## config.mk

```make
export PLATFORM = sky130hd
export DESIGN_NAME = servo_bus_command_framer_unit
export DESIGN_NICKNAME = d
export VERILOG_FILES = /design/src/hdl/sbcf_pkg.sv /design/src/hdl/sbcf_front.sv /design/src/hdl/sbcf_queue.sv /design/src/hdl/sbcf_back.sv /design/src/hdl/servo_bus_command_framer_unit.sv
export SDC_FILE = /design/constraint.sdc
export NUM_CORES = 1
export LEC_CHECK = 0
export BUFFER_PORTS_ARGS = -buffer_cell sky130_fd_sc_hd__buf_4
export CORE_MARGIN = 1.5
export CORE_UTILIZATION = 45
export DETAILED_ROUTE_END_ITERATION = 16
export PLACE_DENSITY = 0.72
export SKIP_LAST_GASP = 1
export SYNTH_ARGS = -nofsm -noshare
export SYNTH_HDL_FRONTEND = slang
export SYNTH_SLANG_ARGS = --single-unit
```

## constraint.sdc

```tcl
create_clock -name clk_i -period 4.8 [get_ports clk_i]
set_input_delay 0 -clock clk_i [delete_from_list [all_inputs] [get_ports clk_i]]
set_output_delay 0 -clock clk_i [all_outputs]
set_load 0.05 [all_outputs]
```

## src/hdl/sbcf_pkg.sv

```systemverilog
// Shared types and constants for the servo bus command framer.
// Used by every module under hdl; depends on nothing else.
package sbcf_pkg;

  localparam logic [2:0] OP_RD_POS   = 3'd0;
  localparam logic [2:0] OP_RD_LOAD  = 3'd1;
  localparam logic [2:0] OP_WR_GOAL  = 3'd2;
  localparam logic [2:0] OP_WR_SPEED = 3'd3;
  localparam logic [2:0] OP_STATUS   = 3'd4;
  localparam logic [2:0] NONE_PENDING = 3'd4;

  localparam logic [1:0] ST_OK         = 2'd0;
  localparam logic [1:0] ST_NACK       = 2'd1;
  localparam logic [1:0] ST_RD_INVALID = 2'd2;
  localparam logic [1:0] ST_NO_CMD     = 2'd3;

  localparam logic KIND_TX      = 1'b0;
  localparam logic KIND_VERDICT = 1'b1;

  localparam logic [7:0] HDR_BYTE    = 8'hFF;
  localparam logic [7:0] REG_POS     = 8'd36;
  localparam logic [7:0] REG_LOAD    = 8'd40;
  localparam logic [7:0] REG_GOAL    = 8'h1E;
  localparam logic [7:0] REG_SPEED   = 8'h20;
  localparam logic [7:0] INSTR_READ  = 8'd2;
  localparam logic [7:0] INSTR_WRITE = 8'd3;
  localparam logic [7:0] LEN_READ    = 8'd4;
  localparam logic [7:0] LEN_WRITE   = 8'd5;
  localparam logic [7:0] READ_SIZE   = 8'd2;

  localparam logic [15:0] POS_MAX  = 16'd1023;
  localparam logic [3:0]  RX_KEEP  = 4'd8;
  localparam logic [3:0]  RX_ERR   = 4'd4;
  localparam logic [3:0]  RX_LO    = 4'd5;
  localparam logic [3:0]  RX_HI    = 4'd6;

  localparam logic [3:0] LAST_RD_IDX = 4'd7;
  localparam logic [3:0] LAST_WR_IDX = 4'd8;

  localparam int QDEPTH = 4;
  localparam int QPTR_W = $clog2(QDEPTH);
  localparam int QCNT_W = $clog2(QDEPTH + 1);

  typedef struct packed {
    logic        is_cmd;
    logic [1:0]  cmd;
    logic [7:0]  id;
    logic [15:0] value;
    logic [1:0]  status;
    logic [15:0] read_value;
    logic [7:0]  device_error;
  } job_t;

endpackage

```

## src/hdl/sbcf_front.sv

```systemverilog
// Front end: takes input words, tracks the pending command and status bytes,
// and emits command or verdict jobs. Depends on sbcf_pkg.
module sbcf_front (
  input  logic              clk_i,
  input  logic              rst_ni,
  input  logic              accept_i,
  input  logic [2:0]        opcode_i,
  input  logic [7:0]        servo_id_i,
  input  logic [15:0]       value_i,
  input  logic [7:0]        rx_byte_i,
  input  logic              rx_last_i,
  output logic              job_valid_o,
  output sbcf_pkg::job_t    job_o
);

  logic [2:0]  pend_q, pend_d;
  logic [3:0]  cnt_q, cnt_d, cnt_n;
  logic [7:0]  err_q, err_d, err_n;
  logic [7:0]  lo_q, lo_d, lo_n;
  logic [7:0]  hi_q, hi_d, hi_n;
  logic [15:0] rv_w;
  logic [7:0]  de_w;
  logic [1:0]  st_w;

  always_comb begin
    cnt_n = cnt_q;
    err_n = err_q;
    lo_n  = lo_q;
    hi_n  = hi_q;
    if (cnt_q < sbcf_pkg::RX_KEEP) begin
      if (cnt_q == sbcf_pkg::RX_ERR) err_n = rx_byte_i;
      if (cnt_q == sbcf_pkg::RX_LO)  lo_n  = rx_byte_i;
      if (cnt_q == sbcf_pkg::RX_HI)  hi_n  = rx_byte_i;
      cnt_n = cnt_q + 4'd1;
    end
  end

  always_comb begin
    de_w = (cnt_n >= sbcf_pkg::RX_LO) ? err_n : 8'd0;
    rv_w = 16'd0;
    if (pend_q >= sbcf_pkg::OP_WR_GOAL) begin
      st_w = (cnt_n >= sbcf_pkg::RX_LO && err_n == 8'd0) ? sbcf_pkg::ST_OK
                                                         : sbcf_pkg::ST_NACK;
    end else if (cnt_n < sbcf_pkg::RX_KEEP) begin
      st_w = sbcf_pkg::ST_RD_INVALID;
    end else begin
      rv_w = {hi_n, lo_n};
      st_w = (pend_q == sbcf_pkg::OP_RD_POS && rv_w > sbcf_pkg::POS_MAX) ?
             sbcf_pkg::ST_RD_INVALID : sbcf_pkg::ST_OK;
    end
  end

  always_comb begin
    pend_d      = pend_q;
    cnt_d       = cnt_q;
    err_d       = err_q;
    lo_d        = lo_q;
    hi_d        = hi_q;
    job_valid_o = 1'b0;
    job_o       = '0;
    job_o.id    = servo_id_i;
    job_o.value = value_i;
    job_o.cmd   = opcode_i[1:0];
    if (accept_i) begin
      if (opcode_i <= sbcf_pkg::OP_WR_SPEED) begin
        job_valid_o  = 1'b1;
        job_o.is_cmd = 1'b1;
        pend_d       = opcode_i;
        cnt_d        = '0;
        err_d        = '0;
        lo_d         = '0;
        hi_d         = '0;
      end else if (opcode_i == sbcf_pkg::OP_STATUS) begin
        if (pend_q == sbcf_pkg::NONE_PENDING) begin
          if (rx_last_i) begin
            job_valid_o  = 1'b1;
            job_o.status = sbcf_pkg::ST_NO_CMD;
          end
        end else if (rx_last_i) begin
          job_valid_o        = 1'b1;
          job_o.status       = st_w;
          job_o.read_value   = rv_w;
          job_o.device_error = de_w;
          pend_d             = sbcf_pkg::NONE_PENDING;
          cnt_d              = '0;
          err_d              = '0;
          lo_d               = '0;
          hi_d               = '0;
        end else begin
          cnt_d = cnt_n;
          err_d = err_n;
          lo_d  = lo_n;
          hi_d  = hi_n;
        end
      end
    end
  end

  always_ff @(posedge clk_i or negedge rst_ni) begin
    if (!rst_ni) begin
      pend_q <= sbcf_pkg::NONE_PENDING;
      cnt_q  <= '0;
      err_q  <= '0;
      lo_q   <= '0;
      hi_q   <= '0;
    end else begin
      pend_q <= pend_d;
      cnt_q  <= cnt_d;
      err_q  <= err_d;
      lo_q   <= lo_d;
      hi_q   <= hi_d;
    end
  end

  a_cnt_range: assert property (@(posedge clk_i) disable iff (!rst_ni)
    cnt_q <= sbcf_pkg::RX_KEEP) else $error("rx count past limit");
  a_idle_clear: assert property (@(posedge clk_i) disable iff (!rst_ni)
    pend_q == sbcf_pkg::NONE_PENDING |-> cnt_q == 4'd0 && err_q == 8'd0)
    else $error("status state kept with nothing pending");
  a_pend_range: assert property (@(posedge clk_i) disable iff (!rst_ni)
    pend_q <= sbcf_pkg::NONE_PENDING) else $error("bad pending code");

endmodule

```

## src/hdl/sbcf_queue.sv

```systemverilog
// Short job queue between front and back end.
// Depends on sbcf_pkg for the job type and depth.
module sbcf_queue (
  input  logic           clk_i,
  input  logic           rst_ni,
  input  logic           push_i,
  input  sbcf_pkg::job_t push_job_i,
  output logic           full_o,
  input  logic           pop_i,
  output logic           valid_o,
  output sbcf_pkg::job_t head_o
);

  sbcf_pkg::job_t                mem_q [sbcf_pkg::QDEPTH];
  logic [sbcf_pkg::QPTR_W-1:0]   wr_q, rd_q;
  logic [sbcf_pkg::QCNT_W-1:0]   cnt_q;
  logic                          do_push, do_pop;

  assign full_o  = (cnt_q == sbcf_pkg::QCNT_W'(sbcf_pkg::QDEPTH));
  assign valid_o = (cnt_q != '0);
  assign head_o  = mem_q[rd_q];
  assign do_push = push_i && !full_o;
  assign do_pop  = pop_i && valid_o;

  always_ff @(posedge clk_i) begin
    if (do_push) mem_q[wr_q] <= push_job_i;
  end

  always_ff @(posedge clk_i or negedge rst_ni) begin
    if (!rst_ni) begin
      wr_q  <= '0;
      rd_q  <= '0;
      cnt_q <= '0;
    end else begin
      if (do_push) wr_q <= wr_q + 1'b1;
      if (do_pop)  rd_q <= rd_q + 1'b1;
      cnt_q <= cnt_q + sbcf_pkg::QCNT_W'(do_push) - sbcf_pkg::QCNT_W'(do_pop);
    end
  end

  a_cnt_bound: assert property (@(posedge clk_i) disable iff (!rst_ni)
    cnt_q <= sbcf_pkg::QCNT_W'(sbcf_pkg::QDEPTH)) else $error("queue overflow");
  a_no_drop: assert property (@(posedge clk_i) disable iff (!rst_ni)
    push_i |-> !full_o) else $error("push into full queue");
  a_ptr_track: assert property (@(posedge clk_i) disable iff (!rst_ni)
    cnt_q == '0 |-> wr_q == rd_q) else $error("pointers out of step");

endmodule

```

## src/hdl/sbcf_back.sv

```systemverilog
// Back end: expands command jobs into packet bytes with running checksum,
// passes verdict jobs through, and holds the output register. Uses sbcf_pkg.
module sbcf_back (
  input  logic           clk_i,
  input  logic           rst_ni,
  input  logic           head_valid_i,
  input  sbcf_pkg::job_t head_i,
  output logic           head_pop_o,
  input  logic           pop_i,
  output logic           empty_o,
  output logic           kind_o,
  output logic [7:0]     tx_byte_o,
  output logic           last_o,
  output logic [1:0]     status_o,
  output logic [15:0]    read_value_o,
  output logic [7:0]     device_error_o
);

  logic [3:0]  idx_q, idx_d;
  logic [7:0]  sum_q, sum_d;
  logic        ovld_q, ovld_d;
  logic        kind_q, kind_d, last_q, last_d;
  logic [7:0]  tx_q, tx_d, de_q, de_d;
  logic [1:0]  st_q, st_d;
  logic [15:0] rv_q, rv_d;
  logic        is_read, last_byte, advance;
  logic [7:0]  byte_w, addr_w;

  assign is_read   = !head_i.cmd[1];
  assign last_byte = (idx_q == (is_read ? sbcf_pkg::LAST_RD_IDX : sbcf_pkg::LAST_WR_IDX));
  assign advance   = head_valid_i && (!ovld_q || pop_i);

  always_comb begin
    case ({1'b0, head_i.cmd})
      sbcf_pkg::OP_RD_POS:  addr_w = sbcf_pkg::REG_POS;
      sbcf_pkg::OP_RD_LOAD: addr_w = sbcf_pkg::REG_LOAD;
      sbcf_pkg::OP_WR_GOAL: addr_w = sbcf_pkg::REG_GOAL;
      default:              addr_w = sbcf_pkg::REG_SPEED;
    endcase
  end

  always_comb begin
    case (idx_q)
      4'd0, 4'd1: byte_w = sbcf_pkg::HDR_BYTE;
      4'd2:    byte_w = head_i.id;
      4'd3:    byte_w = is_read ? sbcf_pkg::LEN_READ : sbcf_pkg::LEN_WRITE;
      4'd4:    byte_w = is_read ? sbcf_pkg::INSTR_READ : sbcf_pkg::INSTR_WRITE;
      4'd5:    byte_w = addr_w;
      4'd6:    byte_w = is_read ? sbcf_pkg::READ_SIZE : head_i.value[7:0];
      4'd7:    byte_w = is_read ? ~sum_q : head_i.value[15:8];
      4'd8:    byte_w = ~sum_q;
      default: byte_w = '0;
    endcase
  end

  always_comb begin
    idx_d      = idx_q;
    sum_d      = sum_q;
    ovld_d     = ovld_q;
    kind_d     = kind_q;
    tx_d       = tx_q;
    last_d     = last_q;
    st_d       = st_q;
    rv_d       = rv_q;
    de_d       = de_q;
    head_pop_o = 1'b0;
    if (advance) begin
      ovld_d = 1'b1;
      last_d = 1'b1;
      if (head_i.is_cmd) begin
        kind_d = sbcf_pkg::KIND_TX;
        tx_d   = byte_w;
        last_d = last_byte;
        st_d   = sbcf_pkg::ST_OK;
        rv_d   = '0;
        de_d   = '0;
        sum_d  = (idx_q < 4'd2) ? 8'd0 : sum_q + byte_w;
        if (last_byte) begin
          idx_d      = '0;
          head_pop_o = 1'b1;
        end else begin
          idx_d = idx_q + 4'd1;
        end
      end else begin
        kind_d     = sbcf_pkg::KIND_VERDICT;
        tx_d       = '0;
        st_d       = head_i.status;
        rv_d       = head_i.read_value;
        de_d       = head_i.device_error;
        idx_d      = '0;
        head_pop_o = 1'b1;
      end
    end else if (pop_i) begin
      ovld_d = 1'b0;
    end
  end

  always_ff @(posedge clk_i) begin
    kind_q <= kind_d;
    tx_q   <= tx_d;
    last_q <= last_d;
    st_q   <= st_d;
    rv_q   <= rv_d;
    de_q   <= de_d;
    sum_q  <= sum_d;
  end

  always_ff @(posedge clk_i or negedge rst_ni) begin
    if (!rst_ni) begin
      idx_q  <= '0;
      ovld_q <= 1'b0;
    end else begin
      idx_q  <= idx_d;
      ovld_q <= ovld_d;
    end
  end

  assign empty_o        = !ovld_q;
  assign kind_o         = kind_q;
  assign tx_byte_o      = tx_q;
  assign last_o         = last_q;
  assign status_o       = st_q;
  assign read_value_o   = rv_q;
  assign device_error_o = de_q;

  a_idx_range: assert property (@(posedge clk_i) disable iff (!rst_ni)
    idx_q <= sbcf_pkg::LAST_WR_IDX) else $error("byte index out of range");
  a_mid_packet: assert property (@(posedge clk_i) disable iff (!rst_ni)
    idx_q != 4'd0 |-> head_valid_i && head_i.is_cmd)
    else $error("packet head lost mid-frame");
  a_verdict_last: assert property (@(posedge clk_i) disable iff (!rst_ni)
    ovld_q && kind_q == sbcf_pkg::KIND_VERDICT |-> last_q)
    else $error("verdict word without last");

endmodule

```

## src/hdl/servo_bus_command_framer_unit.sv

```systemverilog
// Servo bus command framer: each command word becomes one framed packet of
// transmit bytes (8 for a read, 9 for a write), and status bytes are checked,
// giving one verdict word on the byte marked rx_last. The front end takes one
// input word per cycle while its 4-entry job queue has room; the back end
// sends one result word per cycle while the output is popped, so a read
// yields 8 words, a write 9 and a verdict 1, set by the byte sequencer in the
// back end. Items that produce no result do not enter the job queue. Depends
// on sbcf_pkg, sbcf_front, sbcf_queue and sbcf_back.
module servo_bus_command_framer_unit (
  input  logic        clk_i,
  input  logic        rst_ni,
  input  logic        push,
  output logic        full,
  input  logic [2:0]  opcode_i,
  input  logic [7:0]  servo_id_i,
  input  logic [15:0] value_i,
  input  logic [7:0]  rx_byte_i,
  input  logic        rx_last_i,
  output logic        empty,
  input  logic        pop,
  output logic        kind_o,
  output logic [7:0]  tx_byte_o,
  output logic        last_o,
  output logic [1:0]  status_o,
  output logic [15:0] read_value_o,
  output logic [7:0]  device_error_o
);

  logic           accept, job_valid, head_valid, head_pop;
  sbcf_pkg::job_t job, head;

  assign accept = push && !full;

  sbcf_front u_front (
    .clk_i       (clk_i),
    .rst_ni      (rst_ni),
    .accept_i    (accept),
    .opcode_i    (opcode_i),
    .servo_id_i  (servo_id_i),
    .value_i     (value_i),
    .rx_byte_i   (rx_byte_i),
    .rx_last_i   (rx_last_i),
    .job_valid_o (job_valid),
    .job_o       (job)
  );

  sbcf_queue u_queue (
    .clk_i      (clk_i),
    .rst_ni     (rst_ni),
    .push_i     (job_valid),
    .push_job_i (job),
    .full_o     (full),
    .pop_i      (head_pop),
    .valid_o    (head_valid),
    .head_o     (head)
  );

  sbcf_back u_back (
    .clk_i          (clk_i),
    .rst_ni         (rst_ni),
    .head_valid_i   (head_valid),
    .head_i         (head),
    .head_pop_o     (head_pop),
    .pop_i          (pop),
    .empty_o        (empty),
    .kind_o         (kind_o),
    .tx_byte_o      (tx_byte_o),
    .last_o         (last_o),
    .status_o       (status_o),
    .read_value_o   (read_value_o),
    .device_error_o (device_error_o)
  );

endmodule
```

==> impl_summary.log, run 1 <==
[metrics] largest buffer count on any clock path: 3
[metrics] Residual DRC: 0
[metrics] post-route standard cell area excluding fillers: 14800 sq um
[metrics] most frequent cell after synthesis: sky130_fd_sc_hd__edfxtp_1
[metrics] maximum net fanout on the critical path: 16
[metrics] number of iterations in the first detailed-routing pass: 5
[metrics] die area: 28600 sq um
[metrics] count of standard-cell rows: 60
[metrics] worst vdd ir: 0.314 mV
[metrics] post-route setup slack: 0.743 ns
[metrics] number of buffers and inverters on the critical path: 0
[metrics] fraction of the cycle the final worst path needs: 0.845
[metrics] CTS buffer count: 31
[metrics] list of most frequent post-synthesis cells: sky130_fd_sc_hd__edfxtp_1 (256), sky130_fd_sc_hd__nand2_1 (68), sky130_fd_sc_hd__mux4_2 (53)
[metrics] required time of the critical path: 5.11 ns
[metrics] cell-by-cell listing of the critical path: mux4_2 > ha_1 > nand2b_1 > a21oi_1 > a2bb2oi_1 > o2111ai_1 > fa_1 > a21o_1 > a21oi_1 > o21bai_1 > a21oi_1 > mux2_2
[metrics] status: finished with violations
[metrics] Slowest-stage cell, CP: sky130_fd_sc_hd__mux4_2
[metrics] Synth Register Bits: 299
[metrics] relative area change from synthesis to final layout: 19.1%
[metrics] number of synthesized flops with an enable pin: 256
[metrics] data arrival at the endpoint of the critical path: 4.36 ns
[metrics] setup_tns: 0 ns
[metrics] HPWL Detailed: 15300 um
[metrics] crit-path max cell delay: 0.72 ns
[metrics] total detailed-routing wirelength: 24800 um
[metrics] final RePlAce weighted congestion: 0.823
[metrics] number of diodes: 0
[metrics] power dissipated by switching net loads: 3180 uW
[metrics] global-route congestion overflow total: 0
[metrics] Initial Utilization: 0.460
[metrics] Setup crit end kind: register
[metrics] wire length of the first global-routing pass: 39300 um
[metrics] leakage power: 0.00523 uW
[metrics] Total Power: 9330 uW
[metrics] logic gate share of total power: 0.360
[metrics] area after detailed placement: 13400 sq um
[metrics] final worst hold slack: -0.00904 ns
[metrics] Seq/Total Area, Yosys: 0.706
[metrics] total number of clock tree sinks: 299
[metrics] final count of pins violating max slew: 0
[metrics] count of endpoints failing hold in the final timing report: 8
[metrics] Synth Flop Type: sky130_fd_sc_hd__edfxtp_1
[metrics] post-cts sizing count: 0
[metrics] fraction of layout cells with a size suffix above 1: 0.243
[metrics] post-synthesis async set-or-reset flop share: 0.144
[metrics] initial antenna violation count: 0
[metrics] highest clock rate: 247 MHz
[metrics] Ys Warns: 0
[metrics] share of the synthesized area in the top cell type: 0.619
[metrics] fill cell count: 2109
[metrics] vias per cell: 5.63
[metrics] transition time at the pin with the least slew margin: 1.10 ns
[metrics] total of buffers placed on input and output ports: 77
[metrics] final setup skew: 0.0110 ns
[metrics] violated checks: hold timing
[metrics] Min-Delay Path Class: input pin to asynchronous set/reset pin
[metrics] Area contributors post-synth: sky130_fd_sc_hd__edfxtp_1 (62%), sky130_fd_sc_hd__mux4_2 (9.6%), sky130_fd_sc_hd__dfrtp_1 (8.5%)
[metrics] Synth Net Count: 803
[metrics] sw frac: 0.341
[metrics] placeable core region: 27000 sq um
[metrics] type of the setup path with the least slack: register to register
[metrics] largest net degree at the start of global routing: 54
[metrics] Seq pwr share: 0.395
[metrics] first-iteration detailed-routing DRC count: 628
[metrics] count of pins on the block boundary: 78
[metrics] register cell area after layout: 8770 sq um
[metrics] Worst path most repeated cell: sky130_fd_sc_hd__a21oi_1
[metrics] clock tree from TritonCTS: built
[metrics] count of different cell masters after synthesis: 62
[metrics] Mapped Area: 12400 sq um
[metrics] pre-CTS WS: 0.724 ns
[metrics] clock slew seen by the registers of the worst setup and hold paths: 0.06 ns
[metrics] latest clock arrival within the worst-skew pair: 0.55 ns
[metrics] max-cap violations: 0
[metrics] footprint of the multi-input gates: 3460 sq um
[metrics] minimum period implied by the final worst setup slack: 4.06 ns
[metrics] Root Buffer: sky130_fd_sc_hd__clkbuf_16
[metrics] number of nets in the layout: 937
[metrics] die height: 169 um
[metrics] count of nets left with antenna violations after detail routing: 0
[metrics] routed length per instance: 20.1 um
[metrics] die width: 169 um
[metrics] cell type contributing the most total cell area after synthesis: sky130_fd_sc_hd__edfxtp_1
[metrics] share of power burned in the clock network: 0.246
[metrics] final-report setup violation count: 0
[metrics] vias in the first global route: 7007
[metrics] post-synthesis instance total: 737
[metrics] worst reg2reg setup slack: 0.74 ns
[metrics] unrepaired setup endpoints after global routing: no
[metrics] # H-tree levels: 1
[metrics] pwr dens: 631 nW/um^2
[metrics] via count: 6958
[metrics] Avg Synthesized Cell Area: 16.9 sq um
[metrics] top cell family by delay on the critical path: compound AO/OA/AOI/OAI gates
[metrics] Critical Path Source Type: register
[metrics] P_int: 6150 uW
[metrics] headroom to the max-slew limit: 0.259
[metrics] total global routing track utilization: 0.178
stage by stage:
step,utilization,instances
detailed placement,0.496,1139
global route,0.547,1235
CTS,0.547,1235
finish,0.547,1235
floorplan,-,737
global placement,0.496,1139
logic make-up (layout without fill, tap and decap cells):
family / Yosys count / after routing / share of synthesized area
xor gates and xnor gates: 9 / 9 / 0.00635
muxes: 57 / 57 / 0.0996
AOI/OAI and AO/OA: 120 / 120 / 0.0707
buffers and inverters: 52 / 209 / 0.0182
and+or+nand+nor: 174 / 174 / 0.0720
DFF: 299 / 299 / 0.706
adders and majority gates: 26 / 26 / 0.0274
power by group through the flow:
stage | Combinational (uW) | Clock (uW) | Sequential [uW]
6_report | 3350 | 2290 | 3680
5_1_grt | 3650 | 2430 | 3730
4_1_cts | 3390 | 2330 | 3690
3_5_place_dp | 3350 | 0 | 3730
3_3_place_gp | 3300 | 0 | 3720
2_1_floorplan | 1990 | 0 | 4180
per-layer routing:
layer  track usage  share of wire  vias up
met3        0.0222          0.057       29
met2         0.279           0.47      238
li1              -              -     3148
met5             0              0        -
met4        0.0523          0.018        0
met1         0.265           0.46     3543
what timing repair did:
action,4_1_cts,5_1_grt
hold buffers,40,0
setup buffers,0,0
hold endpoints to repair,277,0
worst register-to-register path: cells and delay by family, from the launching register on:
kind,cells,cell delay (ns)
AO/OA/AOI/OAI,7,1.21
adder cells (fa/ha/maj),2,0.79
flip-flops,1,0.61
multiplexers,2,1.08
AND/OR/NAND/NOR,1,0.14
final cells by class:
cell class                      instances  area share
Timing Repair Buffer                  127      0.0712
Clock buffer                           40      0.0574
Clock inverter                         16     0.00897
Multi-Input combinational cell        386       0.234
Tap cell                              341      0.0288
Sequential cell                       299       0.593
Inverter                               26     0.00660
flip-flops by register name, indices dropped and copies added, names as in the netlist, 8 cells and up:
name / cells
u_back.read_value_o: 16
u_back.tx_byte_o: 8
u_queue.mem_q: 212
u_front.err_q: 8
u_front.lo_q: 8
u_front.hi_q: 8
u_back.device_error_o: 8
u_back.sum_q: 8
final timing paths:
check	depth (start not counted)	start	end
worst max-delay path	12	u_queue.rd_q[0]$_DFFE_PN0P_	u_back.sum_q[6]$_SDFFCE_PN0P_
max in group asynchronous	2	rst_ni	u_queue.rd_q[0]$_DFFE_PN0P_
worst min-delay path	2	rst_ni	u_front.cnt_q[3]$_DFFE_PN0P_
worst max register to register	12	u_queue.rd_q[0]$_DFFE_PN0P_	u_back.sum_q[6]$_SDFFCE_PN0P_
worst min register to register	1	u_front.lo_q[0]$_DFFE_PN0P_	u_front.lo_q[0]$_DFFE_PN0P_
min in group clk_i	4	rx_last_i	u_queue.mem_q[3][25]$_DFFE_PP_
placed cells by master, fill, tap and decap left out, drive strengths merged, types with 5 or more instances in the layout:
master / synthesis / routed
nor2: 15 / 15
nand3: 8 / 8
inv: 23 / 23
nor4: 5 / 5
and2: 7 / 7
o211ai: 6 / 6
ha: 24 / 24
o21ai: 12 / 12
xnor2: 5 / 5
nand2b: 5 / 5
clkinv: 3 / 16
dfrtp: 42 / 42
nand2: 68 / 68
dlygate4sd3: 0 / 40
a22o: 28 / 28
mux4: 53 / 53
nor3: 7 / 7
buf: 14 / 87
clkbuf: 12 / 40
a21oi: 38 / 38
nor2b: 36 / 36
edfxtp: 256 / 256
Note: power is estimated with default switching activity, not from simulation.
==> inputs of run 2 (changes only) <==
--- a/config.mk
+++ b/config.mk
@@ -5,11 +5,12 @@
 export SDC_FILE = /design/constraint.sdc
 export NUM_CORES = 1
 export LEC_CHECK = 0
+export ABC_AREA = 1
 export BUFFER_PORTS_ARGS = -buffer_cell sky130_fd_sc_hd__buf_4
 export CORE_MARGIN = 1.5
 export CORE_UTILIZATION = 45
 export DETAILED_ROUTE_END_ITERATION = 16
-export PLACE_DENSITY = 0.72
+export PLACE_DENSITY = 0.74
 export SKIP_LAST_GASP = 1
 export SYNTH_ARGS = -nofsm -noshare
 export SYNTH_HDL_FRONTEND = slang
==> constraint.sdc (replaced) <==
create_clock -name clk_i -period 3.6 [get_ports clk_i]
set_input_delay 0 -clock clk_i [delete_from_list [all_inputs] [get_ports clk_i]]
set_output_delay 0 -clock clk_i [all_outputs]
set_load 0.05 [all_outputs]
==> impl_summary.log, run 2 <==
[metrics] pwr dens: 879 nW/um^2
[metrics] latest clock arrival within the worst-skew pair: 0.56 ns
[metrics] sw frac: 0.384
[metrics] maximum net fanout on the critical path: 7
[metrics] vias in the first global route: 8404
[metrics] share of power burned in the clock network: 0.256
[metrics] P_int: 8390 uW
[metrics] required time of the critical path: 3.87 ns
[metrics] headroom to the max-slew limit: 0.480
[metrics] fraction of layout cells with a size suffix above 1: 0.146
[metrics] compound-cell area share of the yosys netlist: 0.0978
[metrics] data arrival at the endpoint of the critical path: 3.49 ns
[metrics] post-route standard cell area excluding fillers: 15500 sq um
[metrics] Seq pwr share: 0.359
[metrics] status: completed
[metrics] count of endpoints failing hold in the final timing report: 0
[metrics] final setup skew: 0.0130 ns
[metrics] number of synthesized flops with an enable pin: 256
[metrics] RR Startpoint: u_queue.rd_q[0]$_DFFE_PN0P_
[metrics] die width: 172 um
[metrics] final RePlAce weighted congestion: 0.895
[metrics] Avg Synthesized Cell Area: 11.4 sq um
[metrics] Root Buffer: sky130_fd_sc_hd__clkbuf_16
[metrics] final count of pins violating max slew: 0
[metrics] die area: 29600 sq um
[metrics] xor-xnor portion of the synthesized cell area: 0.00408
[metrics] Synth Flop Type: sky130_fd_sc_hd__edfxtp_1
[metrics] share of the synthesized area in the top cell type: 0.597
[metrics] hold worst-path end: u_queue.mem_q[2][48]$_DFFE_PP_
[metrics] relative area change from synthesis to final layout: 20.4%
[metrics] portion of netlist area occupied by mux cells: 0
[metrics] count of standard-cell rows: 61
[metrics] via count: 8756
[metrics] Most flops, register: u_queue.mem_q
[metrics] Seq/Total Area, Yosys: 0.681
[metrics] number of diodes: 0
[metrics] Critical Path Source Type: register
[metrics] die height: 172 um
[metrics] post-synthesis async set-or-reset flop share: 0.144
[metrics] placeable core region: 28000 sq um
[metrics] Reg-to-Reg End: u_back.sum_q[6]$_SDFFCE_PN0P_
[metrics] hold wc startpoint: servo_id_i[6]
[metrics] cell type contributing the most total cell area after synthesis: sky130_fd_sc_hd__edfxtp_1
[metrics] final-report setup violation count: 0
[metrics] count of different cell masters after synthesis: 45
[metrics] hold path depth: 2
[metrics] clock tree from TritonCTS: built
[metrics] worst reg2reg setup slack: 0.38 ns
[metrics] worst vdd ir: 0.486 mV
[metrics] largest buffer count on any clock path: 3
[metrics] Synth Net Count: 1200
[metrics] global-route congestion overflow total: 0
[metrics] first-iteration detailed-routing DRC count: 817
[metrics] Residual DRC: 0
[metrics] total detailed-routing wirelength: 28000 um
[metrics] Initial Utilization: 0.460
[metrics] post-synthesis adder-cell area fraction: 0.0264
[metrics] total global routing track utilization: 0.192
[metrics] fraction of the cycle the final worst path needs: 0.894
[metrics] most frequent cells in the layout: sky130_fd_sc_hd__edfxtp_1 (256), sky130_fd_sc_hd__nand2_1 (167), sky130_fd_sc_hd__nor2_1 (160)
[metrics] Post-Layout Cell Count: 1662
[metrics] number of flip-flops under the largest register name: 212
[metrics] power dissipated by switching net loads: 5240 uW
[metrics] list of most frequent post-synthesis cells: sky130_fd_sc_hd__edfxtp_1 (256), sky130_fd_sc_hd__nand2_1 (167), sky130_fd_sc_hd__nor2_1 (164)
[metrics] most frequent cell after synthesis: sky130_fd_sc_hd__edfxtp_1
[metrics] highest clock rate: 311 MHz
[metrics] area after detailed placement: 13900 sq um
[metrics] Worst Reg-to-Reg Cells: 20
[metrics] count of nets left with antenna violations after detail routing: 0
[metrics] most common cell after layout, fill and taps aside: sky130_fd_sc_hd__edfxtp_1
[metrics] logic gate share of total power: 0.385
[metrics] total number of clock tree sinks: 299
[metrics] Synth Area in Simple Gates: 0.137
[metrics] Synth Register Bits: 299
[metrics] main combinational cell family by area after synthesis: simple AND/OR/NAND/NOR gates
[metrics] Min-Delay Path Class: input pin to register
[metrics] transition time at the pin with the least slew margin: 0.779 ns
[metrics] Inst Count DP: 1562
[metrics] largest net degree at the start of global routing: 66
[metrics] Ys Warns: 0
[metrics] setup_tns: 0 ns
[metrics] type of the setup path with the least slack: register to register
[metrics] total of buffers placed on input and output ports: 77
[metrics] wire length of the first global-routing pass: 43900 um
[metrics] CTS buffer count: 31
[metrics] vias per cell: 5.27
[metrics] leakage power: 0.00602 uW
[metrics] unrepaired setup endpoints after global routing: no
[metrics] clock slew seen by the registers of the worst setup and hold paths: 0.06 ns
[metrics] number of iterations in the first detailed-routing pass: 6
[metrics] minimum period implied by the final worst setup slack: 3.22 ns
[metrics] Mapped Area: 12900 sq um
[metrics] Setup Buffers After CTS: 0
[metrics] post-synthesis instance total: 1134
[metrics] HPWL Detailed: 17500 um
[metrics] # H-tree levels: 1
[metrics] initial antenna violation count: 0
[metrics] count of pins on the block boundary: 78
[metrics] number of nets in the layout: 1325
[metrics] Area contributors post-synth: sky130_fd_sc_hd__edfxtp_1 (60%), sky130_fd_sc_hd__dfrtp_1 (8.2%), sky130_fd_sc_hd__o21ai_0 (5.5%)
[metrics] routed length per instance: 16.8 um
[metrics] max-cap violations: 0
[metrics] Setup crit end kind: register
[metrics] final worst hold slack: 0.184 ns
run 2: worst max-delay path, stage by stage (launching register included):
cell and delay [ns]:
sky130_fd_sc_hd__dfrtp_2 0.46, sky130_fd_sc_hd__nand2_1 0.12, sky130_fd_sc_hd__nand3_2 0.13, sky130_fd_sc_hd__nand2_4 0.11, sky130_fd_sc_hd__inv_2 0.06, sky130_fd_sc_hd__ha_1 0.19
sky130_fd_sc_hd__inv_1 0.05, sky130_fd_sc_hd__nor2_1 0.04, sky130_fd_sc_hd__inv_1 0.07, sky130_fd_sc_hd__nand3_1 0.07, sky130_fd_sc_hd__a21oi_1 0.14, sky130_fd_sc_hd__o2111ai_1 0.22
sky130_fd_sc_hd__fa_1 0.50, sky130_fd_sc_hd__nand2_1 0.08, sky130_fd_sc_hd__inv_1 0.05, sky130_fd_sc_hd__o21ai_1 0.14, sky130_fd_sc_hd__a21boi_0 0.13, sky130_fd_sc_hd__o21ai_1 0.18
sky130_fd_sc_hd__nand2_1 0.08, sky130_fd_sc_hd__nand2_1 0.06, sky130_fd_sc_hd__a21oi_1 0.06
run 2: kinds of logic after synthesis:
group | count (synthesis)
flops | 299
buf+inv | 160
xor+xnor | 6
compound gates | 228
fa+ha+maj | 26
simple gates | 415
run 2: final cells by class:
class                      instances  area (sq um)
tap                              378           473
multi-input combinational        675          3470
sequential                       299          8770
timing repair buffer             142          1230
clock buffer                      39           836
clock inverter                    19           309
inverter                         110           418
fill                            2249         12500
run 2: power groups by stage:
stage	Clock [uW]	Combinational, uW	Sequential [uW]
floorplan	0	3070	5630
global placement	0	5080	4930
detailed placement	0	5180	4950
CTS	3540	5250	4890
global route	3670	5820	4950
finish	3490	5250	4890
run 2: repair_timing:
action	in CTS	in global routing
gates resized for setup	0	2
hold endpoints to repair	182	0
endpoints found under the setup margin	0	1
hold buffers	42	0
run 2: per-layer routing:
layer / share of wire / track usage / wire length (um) / up-vias
met1: 0.43 / 0.273 / 12100 / 4171
met3: 0.073 / 0.0208 / 2040 / 49
met4: 0.023 / 0.0605 / 634 / 0
met5: 0 / 0 / 0 / -
li1: - / - / - / 4179
met2: 0.47 / 0.312 / 13200 / 357
run 2: worst max path at each step:
stage | from | end | slack [ns] | cells past startpoint
6_report | u_queue.rd_q[0]$_DFFE_PN0P_ | u_back.sum_q[6]$_SDFFCE_PN0P_ | 0.38 | 20
5_1_grt | u_queue.rd_q[0]$_DFFE_PN0P_ | u_back.sum_q[6]$_SDFFCE_PN0P_ | 0.04 | 21
4_1_cts | u_queue.rd_q[0]$_DFFE_PN0P_ | u_back.sum_q[6]$_SDFFCE_PN0P_ | 0.30 | 20
3_5_place_dp | u_queue.rd_q[0]$_DFFE_PN0P_ | u_back.sum_q[6]$_SDFFCE_PN0P_ | 0.33 | 20
3_3_place_gp | u_queue.rd_q[0]$_DFFE_PN0P_ | u_back.sum_q[6]$_SDFFCE_PN0P_ | 0.41 | 19
2_1_floorplan | u_queue.cnt_q[1]$_DFF_PN0_ | u_queue.mem_q[0][0]$_DFFE_PP_ | -0.11 | 6
run 2: metrics by stage:
step / total power, uW / setup slack, ns / utilization
finish: 13600 / 0.381 / 0.553
detailed placement: 10100 / 0.329 / 0.497
CTS: 13700 / 0.300 / 0.553
global route: 14400 / 0.0391 / 0.553
global placement: 10000 / 0.413 / 0.497
floorplan: 8700 / -0.108 / -
